File: config.mk
export PLATFORM = sky130hd
export DESIGN_NAME = bgs_upd
export DESIGN_NICKNAME = d
export VERILOG_FILES = /design/src/rtl/core/bgs_pkg.sv /design/src/rtl/core/bgs_upd.sv
export SDC_FILE = /design/constraint.sdc
export NUM_CORES = 2
export LEC_CHECK = 0
export BUFFER_PORTS_ARGS = -buffer_cell sky130_fd_sc_hd__buf_2
export CORE_UTILIZATION = 47
export DETAILED_ROUTE_END_ITERATION = 10
export SLEW_MARGIN = 5
export SYNTH_ARGS = -nofsm -noshare
export SYNTH_HDL_FRONTEND = slang
export SYNTH_SLANG_ARGS = --single-unit
File: constraint.sdc
create_clock -name clk -period 11.6 [get_ports clk]
set_input_delay 0.58 -clock clk [delete_from_list [all_inputs] [get_ports clk]]
set_output_delay 0.58 -clock clk [all_outputs]
set_load 0.01 [all_outputs]
File: src/rtl/core/bgs_pkg.sv
`timescale 1ns / 1ps
package bgs_pkg;

  localparam int MAX_X_DEF      = 32;
  localparam int MAX_Y_DEF      = 32;
  localparam int VALUE_BITS_DEF = 16;
  localparam int IO_BITS        = 16;
  localparam int CFG_AW         = 5;
  localparam int CFG_DW         = 32;

  typedef enum logic [1:0] {
    OP_WRITE = 2'd0,
    OP_RUN   = 2'd1,
    OP_READ  = 2'd2,
    OP_NONE  = 2'd3
  } op_t;

  typedef enum logic [2:0] {
    REG_X_SIZE = 3'd0,
    REG_Y_SIZE = 3'd1,
    REG_CX     = 3'd2,
    REG_CY     = 3'd3,
    REG_STEPS  = 3'd4
  } reg_t;

  localparam logic [5:0]  X_SIZE_RST = 6'd32;
  localparam logic [5:0]  Y_SIZE_RST = 6'd32;
  localparam logic [15:0] CX_RST     = 16'd1638;
  localparam logic [15:0] CY_RST     = 16'd1638;
  localparam logic [15:0] STEPS_RST  = 16'd1;

  typedef struct packed {
    logic [5:0]  x_size;
    logic [5:0]  y_size;
    logic [15:0] cx;
    logic [15:0] cy;
    logic [15:0] steps;
  } cfg_t;

  typedef enum logic [3:0] {
    ST_IDLE,
    ST_READ,
    ST_RD_C,
    ST_RD_W,
    ST_RD_N,
    ST_MUL_A,
    ST_RND_A,
    ST_MUL_U,
    ST_MUL_V,
    ST_WR,
    ST_FIN
  } state_t;

  typedef struct packed {
    logic lat_c;
    logic lat_w;
    logic lat_n;
    logic mul_a;
    logic rnd_a;
    logic mul_u;
    logic mul_v;
  } upd_ctl_t;

endpackage

File: src/rtl/core/bgs_upd.sv
`timescale 1ns / 1ps
module bgs_upd import bgs_pkg::*; #(
  parameter int VB = VALUE_BITS_DEF
) (
  input  logic              clk,
  input  upd_ctl_t          ctl,
  input  logic [2*VB-1:0]   rdata,
  input  logic [15:0]       cx,
  input  logic [15:0]       cy,
  output logic [2*VB-1:0]   cur_word,
  output logic [2*VB-1:0]   new_word
);

  localparam int FRAC = VB - 4;
  localparam int PA   = VB + 17;
  localparam int DW   = VB + 1;
  localparam int PT   = 2 * VB + 2;
  localparam int SW   = PT + 2;
  localparam logic signed [PA-1:0] HALF_A = PA'(32'sd32768);
  localparam logic signed [PT-1:0] HALF_T = PT'(1) <<< (FRAC - 1);
  localparam logic signed [SW-1:0] HI     = (SW'(1) <<< (VB - 1)) - SW'(1);
  localparam logic signed [SW-1:0] LO     = -HI - SW'(1);

  logic signed [VB-1:0] uc_r, vc_r, uw_r, vw_r, un_r, vn_r;
  logic signed [PA-1:0] pa_x_r, pa_y_r;
  logic signed [DW-1:0] ax_r, ay_r;
  logic signed [PT-1:0] pux_r, puy_r, pvx_r, pvy_r;
  logic signed [DW-1:0] du_w, du_n, dv_w, dv_n;
  logic signed [SW-1:0] su, sv;

  function automatic logic [VB-1:0] sat_v(input logic signed [SW-1:0] x);
    logic signed [SW-1:0] y;
    y = (x > HI) ? HI : ((x < LO) ? LO : x);
    return y[VB-1:0];
  endfunction

  function automatic logic signed [SW-1:0] rnd_t(input logic signed [PT-1:0] p);
    logic signed [PT-1:0] q;
    q = (p + HALF_T) >>> FRAC;
    return SW'(q);
  endfunction

  assign du_w = DW'(uc_r) - DW'(uw_r);
  assign du_n = DW'(uc_r) - DW'(un_r);
  assign dv_w = DW'(vc_r) - DW'(vw_r);
  assign dv_n = DW'(vc_r) - DW'(vn_r);

  always_ff @(posedge clk) begin
    if (ctl.lat_c) {uc_r, vc_r} <= rdata;
    if (ctl.lat_w) {uw_r, vw_r} <= rdata;
    if (ctl.lat_n) {un_r, vn_r} <= rdata;
    if (ctl.mul_a) begin
      pa_x_r <= PA'(uc_r) * PA'($signed({1'b0, cx}));
      pa_y_r <= PA'(vc_r) * PA'($signed({1'b0, cy}));
    end
    if (ctl.rnd_a) begin
      ax_r <= DW'((pa_x_r + HALF_A) >>> 16);
      ay_r <= DW'((pa_y_r + HALF_A) >>> 16);
    end
    if (ctl.mul_u) begin
      pux_r <= PT'(ax_r) * PT'(du_w);
      puy_r <= PT'(ay_r) * PT'(du_n);
    end
    if (ctl.mul_v) begin
      pvx_r <= PT'(ax_r) * PT'(dv_w);
      pvy_r <= PT'(ay_r) * PT'(dv_n);
    end
  end

  assign su       = SW'(uc_r) - rnd_t(pux_r) - rnd_t(puy_r);
  assign sv       = SW'(vc_r) - rnd_t(pvx_r) - rnd_t(pvy_r);
  assign new_word = {sat_v(su), sat_v(sv)};
  assign cur_word = {uc_r, vc_r};

endmodule

==> qor_table.md <==
| Metric | This run |
|:---|:---|
| Worst Hold Path Cells | 1 |
| Routed WL per cell | 19.6 um |
| Maximum operating frequency | 98.6 MHz |
| Cell at the root of the clock tree | clkbuf_16 |
| FF-to-FF path depth | 33 |
| Setup bufs post-CTS | 0 |
| Initial Util | 0.475 |
| Destination of the worst hold path | uw_r[14]$_DFFE_PP_ |
| Total of hold buffers inserted after clock tree synthesis | 0 |
| Flop-to-flop setup slack | 1.46 ns |
| Post-CTS resize count | 0 |
| Via count of the routed design | 52.6k |
| Drt first pass iters | 5 |
| Kind of launch point of the worst setup path | register |
| Transition time at the pin with the least slew margin | 1.15 ns |
| Hold wc startpoint | rdata[30] |
| Reg-to-reg startpoint | vc_r[0]$_DFFE_PP_ |
| Total negative setup slack | 0 ns |
| Placement Rows | 145 |
| Hold violation count in the final report | 0 |
| Critical path data arrival time | 10.46 ns |
| Fraction of the yosys area taken by sequential cells | 0.104 |
| Post-detail-place hpwl | 154 mm |
| Synth cell types | 75 |
| Placed Instance Area | 0.0777 mm^2 |
| Mapped Nets | 10.3k |
| Worst max-slew margin expressed relative to the limit | 0.232 |
| Tot GR Track Use | 0.257 |
| Most area-hungry cell type in the Yosys netlist | fa_1 |
| Share of cells above drive strength 1 | 0.0470 |
| Max Clock Skew | 0.0269 ns |
| Number of storage elements in the synthesis netlist | 258 |
| Unrepaired setup endpoints after global routing | no |
| Async set-reset flop share out of synthesis | 0 |
| Number of warnings issued by yosys | 0 |
| Post-route standard cell area excluding fillers | 0.0788 mm^2 |
| Vias in the first global route | 57.7k |
| Number of DRC violations after detailed routing | 0 |
| Most area-consuming cells after synthesis | fa_1 43%, ha_1 11%, edfxtp_1 10% |
| Clk sink count | 258 |
| Slowest-stage cell, CP | edfxtp_1 |
| Most common library cells after synthesis | 1943 x inv_1, 1614 x fa_1, 979 x nand2_1 |
| Final Cycle Share | 0.874 |
| Setup Viol. Count Final | 0 |
| Max H-tree Level | 2 |
| Placer Congestion | 0.886 |
| Placeable core region | 0.157 mm^2 |
| Max Fanout on Critical Path | 17 |
| Adder-cell share of the synthesized area | 0.549 |
| XOR/XNOR Fraction of Synth Area | 0.0392 |
| Most frequently used cell type in the post-synthesis netlist | inv_1 |
| Mux cell area share after synthesis | 0.000420 |
| Final critical delay including setup and external delays | 10.14 ns |
| Run status | completed |
| Area growth, synth to finish | 5.92% |
| Post-Syn Area per Cell | 9.42 um^2 |
| Insertion delay to the later sink of the worst-skew pair | 0.60 ns |
| Count of flip-flops with a built-in enable after synthesis | 258 |
| Final ANT Viol Nets | 0 |
| Cts bufs inserted | 34 |
| Wire length after detailed routing | 196 mm |
| CTS clk-pin slew, worst paths | 0.06 ns |
| CTS tree | yes |
| Syn Inst Count | 7896 |
| Die ar. | 0.160 mm^2 |
| Initial antenna violation count | 8 |
| Drt first-iter violations | 3236 |
| Class of the worst hold path | input pin to register |
| Global-route wire length before repair | 318 mm |
| Die extent in y | 400 um |
| Max-slew violation total from the final report | 0 |
| Total congestion overflow | 0 |
| CP required | 11.92 ns |
| CP max stage delay | 0.70 ns |
| Horiz. Die Dim | 400 um |
| Netlist area before placement | 0.0744 mm^2 |
| Type of the setup path with the least slack | register to register |
| Number of nets in the final layout | 10.3k |
| Number of buffers inserted by port buffering | 135 |
| Terminus of the critical flop-to-flop path | pvy_r[33]$_DFFE_PP_ |
| Share of synthesized cell area in and, or, nand and nor gates | 0.152 |
| Fraction of the mapped netlist area in compound gates | 0.0444 |
| Share of the synthesized area in the top cell type | 0.434 |
| Crit end category | register |
| Dominant register cell in the synthesized netlist | edfxtp_1 |
| CP dominant cell by count | fa_1 |
| Clock buffer depth | 3 |
| Max-capacitance violation count | 0 |
| Average via count per standard cell | 5.26 |
| Count of boundary I/O pins | 136 |
| Main combinational cell family by area after synthesis | adder cells |
| Largest net degree at the start of global routing | 47 |
metrics by stage:
stage | hold slack (ns) | setup WS, ns | instances | utilization
2_1_floorplan | 0.542 | 2.86 | 7896 | -
3_3_place_gp | 0.553 | 1.73 | 9946 | 0.495
3_5_place_dp | 0.563 | 1.52 | 9946 | 0.495
4_1_cts | 0.182 | 1.49 | 10007 | 0.503
5_1_grt | 0.192 | 0.834 | 10009 | 0.503
6_report | 0.210 | 1.46 | 10009 | 0.503
flip-flops by register name (all words and copies together) (netlist names), 17 cells and up:
register  cells
pvy_r        23
pvx_r        23
ay_r         17
puy_r        23
pa_y_r       18
ax_r         17
pa_x_r       18
pux_r        23
cell families after synthesis:
family | Yosys count
fa+ha+maj | 2296
flops | 258
xor+xnor | 333
buf+inv | 2207
mux | 3
compound gates | 504
simple gates | 2295
area by class of cell:
class | instances | area (um^2)
tap | 2058 | 2570
fill | 14718 | 77900
antenna | 2 | 5.00
multi-input combinational | 5431 | 58500
inverter | 1943 | 7290
sequential | 258 | 7750
clock buffer | 41 | 877
timing repair buffer | 256 | 1580
clock inverter | 20 | 272
worst max-delay path by stage:
stage	from	to	slack, ns	cells after the start
6_report	vc_r[0]$_DFFE_PP_	pvy_r[33]$_DFFE_PP_	1.46	33
3_3_place_gp	vc_r[0]$_DFFE_PP_	pvy_r[33]$_DFFE_PP_	1.73	33
4_1_cts	vc_r[0]$_DFFE_PP_	pvy_r[33]$_DFFE_PP_	1.49	33
3_5_place_dp	vc_r[0]$_DFFE_PP_	pvy_r[33]$_DFFE_PP_	1.52	33
5_1_grt	uc_r[0]$_DFFE_PP_	puy_r[33]$_DFFE_PP_	0.83	30
2_1_floorplan	uc_r[1]$_DFFE_PP_	pux_r[32]$_DFFE_PP_	2.86	33
cells in the final DEF (no fill, tap or decap), drive strengths merged, types with 11 or more instances in the layout:
cell type,n
and3,55
xnor2,258
a211oi,19
nand4,25
o31ai,13
buf,256
o21ai,113
nand2b,53
or2,26
a21oi,132
a21o,55
or3b,12
nand2,979
inv,1944
and2,527
or3,20
nand3,104
a21boi,15
and4,11
a31oi,18
clkbuf,41
nor3b,41
o21a,38
o211ai,12
o21bai,11
clkinv,13
xor2,75
ha,682
nor2,234
edfxtp,258
nor2b,141
nor3,52
fa,1614
layer usage:
metal  vias to the layer above  share of wire  GRT usage
met5                         -              0          0
met2                      1522           0.47      0.424
met4                         0          0.029     0.0704
li1                      23676              -          -
met3                       303          0.059     0.0314
met1                     27141           0.44      0.358
worst max-delay path: cells and delay by family (launching register included):
kind,cells,cell delay [ns]
compound gates,15,3.76
xor+xnor,1,0.08
fa+ha+maj,9,3.90
buf+inv,5,0.47
flops,1,0.70
simple gates,3,0.93
Power is not shown: default switching activity piles up to over one toggle a cycle in this logic, so the estimate is an artifact.
