<file path="src/rtl/core/bgs_pkg.sv">
`timescale 1ns / 1ps
package bgs_pkg;

  localparam int MAX_X_DEF      = 32;
  localparam int MAX_Y_DEF      = 32;
  localparam int VALUE_BITS_DEF = 16;
  localparam int IO_BITS        = 16;
  localparam int CFG_AW         = 5;
  localparam int CFG_DW         = 32;

  typedef enum logic [1:0] {
    OP_WRITE = 2'd0,
    OP_RUN   = 2'd1,
    OP_READ  = 2'd2,
    OP_NONE  = 2'd3
  } op_t;

  typedef enum logic [2:0] {
    REG_X_SIZE = 3'd0,
    REG_Y_SIZE = 3'd1,
    REG_CX     = 3'd2,
    REG_CY     = 3'd3,
    REG_STEPS  = 3'd4
  } reg_t;

  localparam logic [5:0]  X_SIZE_RST = 6'd32;
  localparam logic [5:0]  Y_SIZE_RST = 6'd32;
  localparam logic [15:0] CX_RST     = 16'd1638;
  localparam logic [15:0] CY_RST     = 16'd1638;
  localparam logic [15:0] STEPS_RST  = 16'd1;

  typedef struct packed {
    logic [5:0]  x_size;
    logic [5:0]  y_size;
    logic [15:0] cx;
    logic [15:0] cy;
    logic [15:0] steps;
  } cfg_t;

  typedef enum logic [3:0] {
    ST_IDLE,
    ST_READ,
    ST_RD_C,
    ST_RD_W,
    ST_RD_N,
    ST_MUL_A,
    ST_RND_A,
    ST_MUL_U,
    ST_MUL_V,
    ST_WR,
    ST_FIN
  } state_t;

  typedef struct packed {
    logic lat_c;
    logic lat_w;
    logic lat_n;
    logic mul_a;
    logic rnd_a;
    logic mul_u;
    logic mul_v;
  } upd_ctl_t;

endpackage

</file>
<file path="src/rtl/core/bgs_cfg.sv">
`timescale 1ns / 1ps
module bgs_cfg import bgs_pkg::*; (
  input  logic              clk,
  input  logic              rst_n,
  input  logic              psel,
  input  logic              penable,
  input  logic              pwrite,
  input  logic [CFG_AW-1:0] paddr,
  input  logic [CFG_DW-1:0] pwdata,
  output logic [CFG_DW-1:0] prdata,
  output logic              pready,
  output cfg_t              cfg
);

  cfg_t       cfg_r, cfg_nxt;
  logic [2:0] idx;

  assign idx    = paddr[4:2];
  assign pready = 1'b1;
  assign cfg    = cfg_r;

  always_comb begin
    cfg_nxt = cfg_r;
    if (psel && penable && pwrite) begin
      case (idx)
        REG_X_SIZE: cfg_nxt.x_size = pwdata[5:0];
        REG_Y_SIZE: cfg_nxt.y_size = pwdata[5:0];
        REG_CX:     cfg_nxt.cx     = pwdata[15:0];
        REG_CY:     cfg_nxt.cy     = pwdata[15:0];
        REG_STEPS:  cfg_nxt.steps  = pwdata[15:0];
        default: ;
      endcase
    end
  end

  always_comb begin
    case (idx)
      REG_X_SIZE: prdata = {26'd0, cfg_r.x_size};
      REG_Y_SIZE: prdata = {26'd0, cfg_r.y_size};
      REG_CX:     prdata = {16'd0, cfg_r.cx};
      REG_CY:     prdata = {16'd0, cfg_r.cy};
      REG_STEPS:  prdata = {16'd0, cfg_r.steps};
      default:    prdata = '0;
    endcase
  end

  always_ff @(posedge clk) begin
    if (!rst_n) begin
      cfg_r <= '{x_size: X_SIZE_RST, y_size: Y_SIZE_RST, cx: CX_RST, cy: CY_RST,
                 steps: STEPS_RST};
    end else begin
      cfg_r <= cfg_nxt;
    end
  end

endmodule

</file>
<file path="config.mk">
export PLATFORM = sky130hd
export DESIGN_NAME = bgs_cfg
export DESIGN_NICKNAME = d
export VERILOG_FILES = /design/src/rtl/core/bgs_pkg.sv /design/src/rtl/core/bgs_cfg.sv
export SDC_FILE = /design/constraint.sdc
export NUM_CORES = 1
export LEC_CHECK = 0
export ABC_AREA = 1
export BUFFER_PORTS_ARGS = -buffer_cell sky130_fd_sc_hd__buf_2
export CORE_ASPECT_RATIO = 0.6
export CORE_MARGIN = 2
export CORE_UTILIZATION = 51
export DETAILED_ROUTE_END_ITERATION = 12
export PLACE_DENSITY = 0.95
export SLEW_MARGIN = 20
export SYNTH_ARGS = -nofsm -noshare
export SYNTH_HDL_FRONTEND = slang
export SYNTH_SLANG_ARGS = --single-unit
</file>
<file path="constraint.sdc">
create_clock -name clk -period 2.8 [get_ports clk]
set_clock_uncertainty 0.05 [all_clocks]
set_input_delay 0.56 -clock clk [delete_from_list [all_inputs] [get_ports clk]]
set_output_delay 0.56 -clock clk [all_outputs]
set_load 0.005 [all_outputs]
</file>
==> summary.md, run 1 <==
| Metric | Value |
|---|---|
| Bufs on Longest Clock Path | `2` |
| Clk slew on worst S/H paths | `70 ps` |
| Per-cell routed wire length | `13.3 um` |
| Setup WS pre-CTS | `214 ps` |
| Cell variety after synth | `18` |
| Num rows | `21` |
| Final count of negative-setup-slack endpoints | `0` |
| Power density over the cells | `471 mW/mm^2` |
| Netlist area before placement | `0.00299 sq mm` |
| Quantity of I/O buffers inserted on ports | `99` |
| Crit share post-route | `0.934` |
| Commonest cells after routing, fill and taps aside | `nand2_1 (144), nor2_1 (100), buf_2 (99)` |
| Worst voltage drop across the vdd grid | `0.000323 V` |
| Final-layout setup total negative slack | `0 ps` |
| Half-perimeter wire length after detailed placement | `6050 um` |
| Critical Path End Type | `primary output` |
| Worst-case setup margin in the final layout | `184 ps` |
| Floorplan die width | `103 um` |
| Count of state elements after synthesis | `60` |
| Number of maximum-capacitance violations | `0` |
| IO Count | `135` |
| Footprint of the flip-flops and latches | `0.00120 sq mm` |
| Crit path required time | `2190 ps` |
| DP Cell Count | `629` |
| Number of sinks driven by the clock tree | `60` |
| Headroom to the max-slew limit | `0.272` |
| Later-pin clock latency in the skew report | `330 ps` |
| Hold violation count in the final report | `0` |
| First DRT Iteration DRCs | `241` |
| Combinational power share | `0.107` |
| Die outline height | `63.3 um` |
| # DRC | `0` |
| Mean area per synthesized cell | `6.40 sq um` |
| Filler Cell Count | `554` |
| Antenna violations before repair | `0` |
| Drt total wl | `8560 um` |
| Number of flip-flops under the largest register name | `60` |
| Proportion of total power due to net switching | `0.277` |
| Final instance count without filler cells | `645` |
| Number of nets still failing antenna checks after routing | `0` |
| Post-CTS setup buffer count | `0` |
| Net switching power | `477 uW` |
| Final weighted congestion in routability-driven placement | `0.910` |
| All-layer global routing usage | `0.269` |
| Commonest non-fill, non-tap cell in the layout | `nand2_1` |
| Sum of internal, switching and leakage power | `1720 uW` |
| Type of the setup path with the least slack | `primary input to primary output` |
| Remaining Overflow, GRT | `0` |
| Number of global-route vias before repair | `2809` |
| Total clock buffers created by CTS | `9` |
| Buffer cell driving the clock tree root | `clkbuf_8` |
| Warning count from the yosys run | `0` |
| Fraction of final layout cells sized beyond drive strength 1 | `0.239` |
| Post-Route Hold Slack | `419 ps` |
| Post-synthesis sequential area ratio | `0.402` |
| Startpoint types | `primary input` |
| TritonCTS clock tree | `done` |
| Critical-path maximum fanout | `25` |
| Number of antenna repair diodes | `0` |
| Area growth from synthesis to final layout | `22.3%` |
| Largest net degree at the start of global routing | `61` |
| Post-CTS sizing | `0` |
| Cts-stage hold buffer count | `0` |
| Max-slew violation count | `0` |
| Die Footprint | `0.00651 sq mm` |
| Fraction of power consumed by sequential logic | `0.507` |
| Internal portion of total power | `1250 uW` |
| Setup repair after global routing missed its margin | `false` |
| Cell count after synthesis | `467` |
| CTS H-Tree Depth | `3` |
| Total via count in the routed design | `3271` |
| Via count normalized by instance count | `5.07` |
| Max Freq | `0.382 GHz` |
| Area of the core | `0.00562 sq mm` |
| Part of the power in the clock network | `0.386` |
| Worst hold path type | `primary input to flop` |
| Leakage power summed over all cells | `0.00190 uW` |
| Data arrival time at the worst-slack endpoint | `2010 ps` |
| Area of combinational cells with multiple inputs | `0.00151 sq mm` |
| Run status | `complete, no violations` |
| Number of detailed-routing iterations run before antenna repair | `8` |
| Final min period | `2620 ps` |
| Starting utilization of the core area | `0.532` |
| Worst Tran Pin Value | `1090 ps` |
| Wire length of the first global-routing pass | `13400 um` |
| # nets final | `602` |
## cell type report
type,instances,share of cell area
clock buffer,10,0.0349
tap,80,0.0274
timing repair buffer,108,0.161
inverter,24,0.0253
clock inverter,6,0.0113
multi-input combinational,357,0.412
sequential,60,0.328
## worst max-delay path, cell delays in order
cell and delay, ps:
buf_2 100, inv_1 70, nand2_1 80, nor2_2 830
nand2_1 130, nand3_1 120, buf_2 110
## cells in the mapped netlist, drive strengths merged
cell	number	area, sq um
conb	2	7.51
clkinv	1	3.75
o21ai	3	15.0
inv	23	88.8
clkbuf	5	18.8
nand4	6	37.5
nand2	144	541
dfxtp	60	1200
nor2	108	445
buf	36	226
nand3	79	405
## power by group through the flow
stage          clock [uW]  sequential, uW  combinational, uW
5_1_grt               720             874                205
3_5_place_dp            0             893                180
4_1_cts               674             873                181
6_report              665             874                184
3_3_place_gp            0             892                175
2_1_floorplan           0             892                126
## routing by layer
metal | share of wire | GRT usage | vias up | routed length [um]
met2 | 0.44 | 0.410 | 201 | 3740
met4 | 0.0047 | 0.0559 | 0 | 40
li1 | - | - | 1609 | -
met1 | 0.43 | 0.350 | 1456 | 3690
met3 | 0.13 | 0.127 | 5 | 1080
met5 | 0 | 0 | - | 0
## per-stage QoR
stage	instance area [sq um]	utilization
2_1_floorplan	3050	-
3_5_place_dp	3490	0.621
4_1_cts	3660	0.651
3_3_place_gp	3490	0.621
5_1_grt	3660	0.651
6_report	3660	0.651
## cells by family (layout without fill, tap and decap cells)
family                 after synthesis  in the layout  synth area share
other                                2             17           0.00251
DFF                                 60             60             0.402
and+or+nand+nor                    337            337             0.478
buffers and inverters               65            148             0.113
AOI/OAI and AO/OA                    3              3           0.00502
## worst paths after layout
check	from	cells after the start	end	slack, ps
hold / removal	pwdata[0]	3	cfg[0]$_SDFFE_PN1P_	420
setup / recovery	paddr[2]	7	prdata[10]	180
setup reg to reg	cfg[2]$_SDFFE_PN0P_	2	cfg[2]$_SDFFE_PN0P_	2110
hold reg to reg	cfg[25]$_SDFFE_PN1P_	2	cfg[25]$_SDFFE_PN1P_	440
Power figures use the tool's default switching activity.
==> run 2, diff against run 1 <==
--- a/config.mk
+++ b/config.mk
@@ -5,7 +5,7 @@
 export SDC_FILE = /design/constraint.sdc
 export NUM_CORES = 1
 export LEC_CHECK = 0
-export ABC_AREA = 1
+export ABC_AREA = 0
 export BUFFER_PORTS_ARGS = -buffer_cell sky130_fd_sc_hd__buf_2
 export CORE_ASPECT_RATIO = 0.6
 export CORE_MARGIN = 2
==> run 2 against run 1 <==
- via count decreased by 21%
- sequential power decreased by 1%
- die area about the same
- critical endpoint is now prdata[1]
- combinational power decreased by 22%
- clock power decreased by 3%
- final cell count decreased by 23%
- flip-flop and latch count unchanged
==> summary.md, run 2 <==
| Metric | Value |
|---|---|
| Run status | `complete, no violations` |
| Worst hold path type | `flop to flop` |
| Utilization of the core after routing | `0.640 (-0.0109)` |
| Leakage power summed over all cells | `0.00173 uW (-9.3%)` |
| Floorplan die width | `103 um (about the same)` |
| Post-CTS setup buffer count | `0 (unchanged)` |
| Num rows | `21 (unchanged)` |
| Filler Cell Count | `502 (-9.4%)` |
| Max Freq | `0.414 GHz (+8.4%)` |
| Commonest cells after routing, fill and taps aside | `buf_2 (99), nand2_1 (71), mux2i_1 (70)` |
| Critical-path maximum fanout | `18 (-28%)` |
| Wire length of the first global-routing pass | `11800 um (-12%)` |
| Final weighted congestion in routability-driven placement | `0.831 (-8.7%)` |
| Worst reg2reg path depth | `2 (unchanged)` |
| Cts-stage hold buffer count | `0 (unchanged)` |
| Drt total wl | `7440 um (-13%)` |
| Antenna violations before repair | `0 (unchanged)` |
| Die Footprint | `0.00651 sq mm (about the same)` |
| Worst reg2reg startpoint | `cfg[27]$_SDFFE_PN0P_` |
| Proportion of total power due to net switching | `0.240 (-0.0366)` |
| Buffer cell driving the clock tree root | `clkbuf_8` |
| Netlist area before placement | `0.00299 sq mm (about the same)` |
| Via count normalized by instance count | `5.20 (+2.6%)` |
| Area share of the largest cell type after synthesis | `0.402 (about the same)` |
| Fraction of final layout cells sized beyond drive strength 1 | `0.307 (+0.0678)` |
| Power density over the cells | `461 mW/mm^2 (-2.1%)` |
| Setup WS pre-CTS | `408 ps (+194 ps)` |
| Ys flop type | `dfxtp_1` |
| Cell count after synthesis | `313 (-33%)` |
| Setup repair after global routing missed its margin | `false` |
| Remaining Overflow, GRT | `0 (unchanged)` |
| Fraction of registers with async set or reset after synthesis | `0 (unchanged)` |
| Number of detailed-routing iterations run before antenna repair | `4 (-4)` |
| Critical Path End Type | `primary output` |
| Die outline height | `63.3 um (about the same)` |
| Warning count from the yosys run | `0 (unchanged)` |
| Final-layout setup total negative slack | `0 ps (unchanged)` |
| Top area cells in the synthesized netlist | `dfxtp_1 (40%), mux2i_1 (23%), nand2_1 (8.9%), buf_4 (4.8%), nor2b_1 (4.2%)` |
| All-layer global routing usage | `0.235 (-0.0341)` |
| Commonest non-fill, non-tap cell in the layout | `buf_2` |
| Crit share post-route | `0.862 (-0.0725)` |
| First DRT Iteration DRCs | `95 (-61%)` |
| Count of state elements after synthesis | `60 (unchanged)` |
| Final count of negative-setup-slack endpoints | `0 (unchanged)` |
| Type of the setup path with the least slack | `primary input to primary output` |
| Part of the power in the clock network | `0.391 (+0.005)` |
| Total clock buffers created by CTS | `9 (unchanged)` |
| Post-CTS sizing | `0 (unchanged)` |
| Number of global-route vias before repair | `2359 (-16%)` |
| Area of combinational cells with multiple inputs | `0.00156 sq mm (+3.2%)` |
| Number of cells traversed by the worst hold path | `2 (-1)` |
| Worst-case setup margin in the final layout | `387 ps (+203 ps)` |
| Max-slew violation count | `0 (unchanged)` |
| Net switching power | `398 uW (-17%)` |
| Number of sinks driven by the clock tree | `60 (unchanged)` |
| Hold violation count in the final report | `0 (unchanged)` |
| Number of antenna repair diodes | `0 (unchanged)` |
| CTS H-Tree Depth | `3 (unchanged)` |
| # DRC | `0 (unchanged)` |
| Startpoint types | `primary input` |
| IO Count | `135 (unchanged)` |
| Number of flip-flops under the largest register name | `60 (unchanged)` |
| Clk slew on worst S/H paths | `60 ps (about the same)` |
| Library cell with the largest summed area after synthesis | `dfxtp_1` |
| TritonCTS clock tree | `done` |
| Combinational power share | `0.087 (-0.020)` |
| Internal portion of total power | `1260 uW (+1.1%)` |
| Source of the critical timing path | `paddr[2]` |
| Worst voltage drop across the vdd grid | `0.000231 V (-29%)` |
| Footprint of the flip-flops and latches | `0.00120 sq mm (unchanged)` |
| Top post-synthesis cells by count | `nand2_1 (71), mux2i_1 (70), dfxtp_1 (60)` |
| Fraction of power consumed by sequential logic | `0.522 (+0.015)` |
| Final min period | `2410 ps (-203 ps)` |
| Data arrival time at the worst-slack endpoint | `1800 ps (-210 ps)` |
| Worst Tran Pin Value | `546 ps (-544 ps)` |
| Area growth from synthesis to final layout | `20.4%` |
| Number of enable flip-flop cells after synthesis | `0 (unchanged)` |
| Later-pin clock latency in the skew report | `320 ps (about the same)` |
| Crit path required time | `2190 ps (about the same)` |
| Library cell with the highest instance count after synthesis | `nand2_1` |
| Headroom to the max-slew limit | `0.634 (+0.362)` |
| Mean area per synthesized cell | `9.55 sq um (+49%)` |
| Starting utilization of the core area | `0.531 (about the same)` |
| Half-perimeter wire length after detailed placement | `5540 um (-8.4%)` |
| Worst hold start | `cfg[43]$_SDFFE_PN0P_` |
| Post-synthesis sequential area ratio | `0.402 (about the same)` |
| # nets final | `451 (-25%)` |
| Total via count in the routed design | `2570 (-21%)` |
| Largest net degree at the start of global routing | `36 (-41%)` |
| Number of maximum-capacitance violations | `0 (unchanged)` |
| Cell variety after synth | `30 (+12)` |
| Per-cell routed wire length | `15.1 um (+14%)` |
| Area of the core | `0.00562 sq mm (unchanged)` |
| Quantity of I/O buffers inserted on ports | `99 (unchanged)` |
| Bufs on Longest Clock Path | `2 (unchanged)` |
| Number of nets still failing antenna checks after routing | `0 (unchanged)` |
## run 2: cell count changes in the layout (fill, tap and decap cells not counted), sizes merged, moves of 3 or more
cell / previous run / this run
nor2: 108 / 1
nand3: 79 / 3
nand2: 144 / 71
mux2i: 0 / 70
inv: 23 / 2
nor2b: 0 / 20
a22oi: 0 / 10
o21ai: 3 / 11
nand4: 6 / 0
mux2: 0 / 5
o22ai: 0 / 5
clkbuf: 10 / 14
clkinvlp: 3 / 0
## run 2: worst max-delay path: stages
cell     delay (ps)
buf_2           270
nor2_1          500
a22oi_1         180
o22ai_1         150
buf_2           130
## run 2: path summary, 6_finish.rpt
check | slack, ps | endpoint
setup reg to reg | 2080 | cfg[27]$_SDFFE_PN0P_
hold reg to reg | 430 | cfg[43]$_SDFFE_PN0P_
setup / recovery | 390 | prdata[1]
hold / removal | 430 | cfg[43]$_SDFFE_PN0P_
## run 2: metal layers
layer / global-route usage / wire [um] / up-vias / share of wire
met5: 0 / 0 / - / 0
met4: 0.0592 / 55 / 0 / 0.0074
met3: 0.0677 / 587 / 8 / 0.079
met2: 0.368 / 3380 / 104 / 0.45
met1: 0.319 / 3420 / 1236 / 0.46
li1: - / - / 1222 / -
## run 2: stage by stage
stage | power (uW) | std cells | hold slack, ps | cell area (sq um)
floorplan | 993 | 328 | 410 | 3040
CTS | 1680 | 494 | 426 | 3600
global route | 1720 | 494 | 446 | 3600
detailed placement | 1030 | 478 | 416 | 3430
finish | 1660 | 494 | 426 | 3600
global placement | 1020 | 478 | 404 | 3430
## run 2: area by class of cell
class                      instances  share of cell area
timing repair buffer             109               0.159
tap                               80              0.0278
clock buffer                      14              0.0424
multi-input combinational        227               0.432
clock inverter                     2             0.00278
sequential                        60               0.334
inverter                           2             0.00209
## run 2: power by group through the flow
stage                     Sequential (uW)  Combinational [uW]  Clock (uW)
final                                 865                 144         648
after global routing                  866                 157         701
after CTS                             865                 142         670
after detailed placement              884                 142           0
after global placement                884                 138           0
after floorplan                       884                 109           0
## run 2: logic make-up after synthesis
group / synth area share
AOI/OAI and AO/OA: 0.0645
buffers and inverters: 0.0984
DFF: 0.402
muxes: 0.253
other: 0.00251
and+or+nand+nor: 0.179
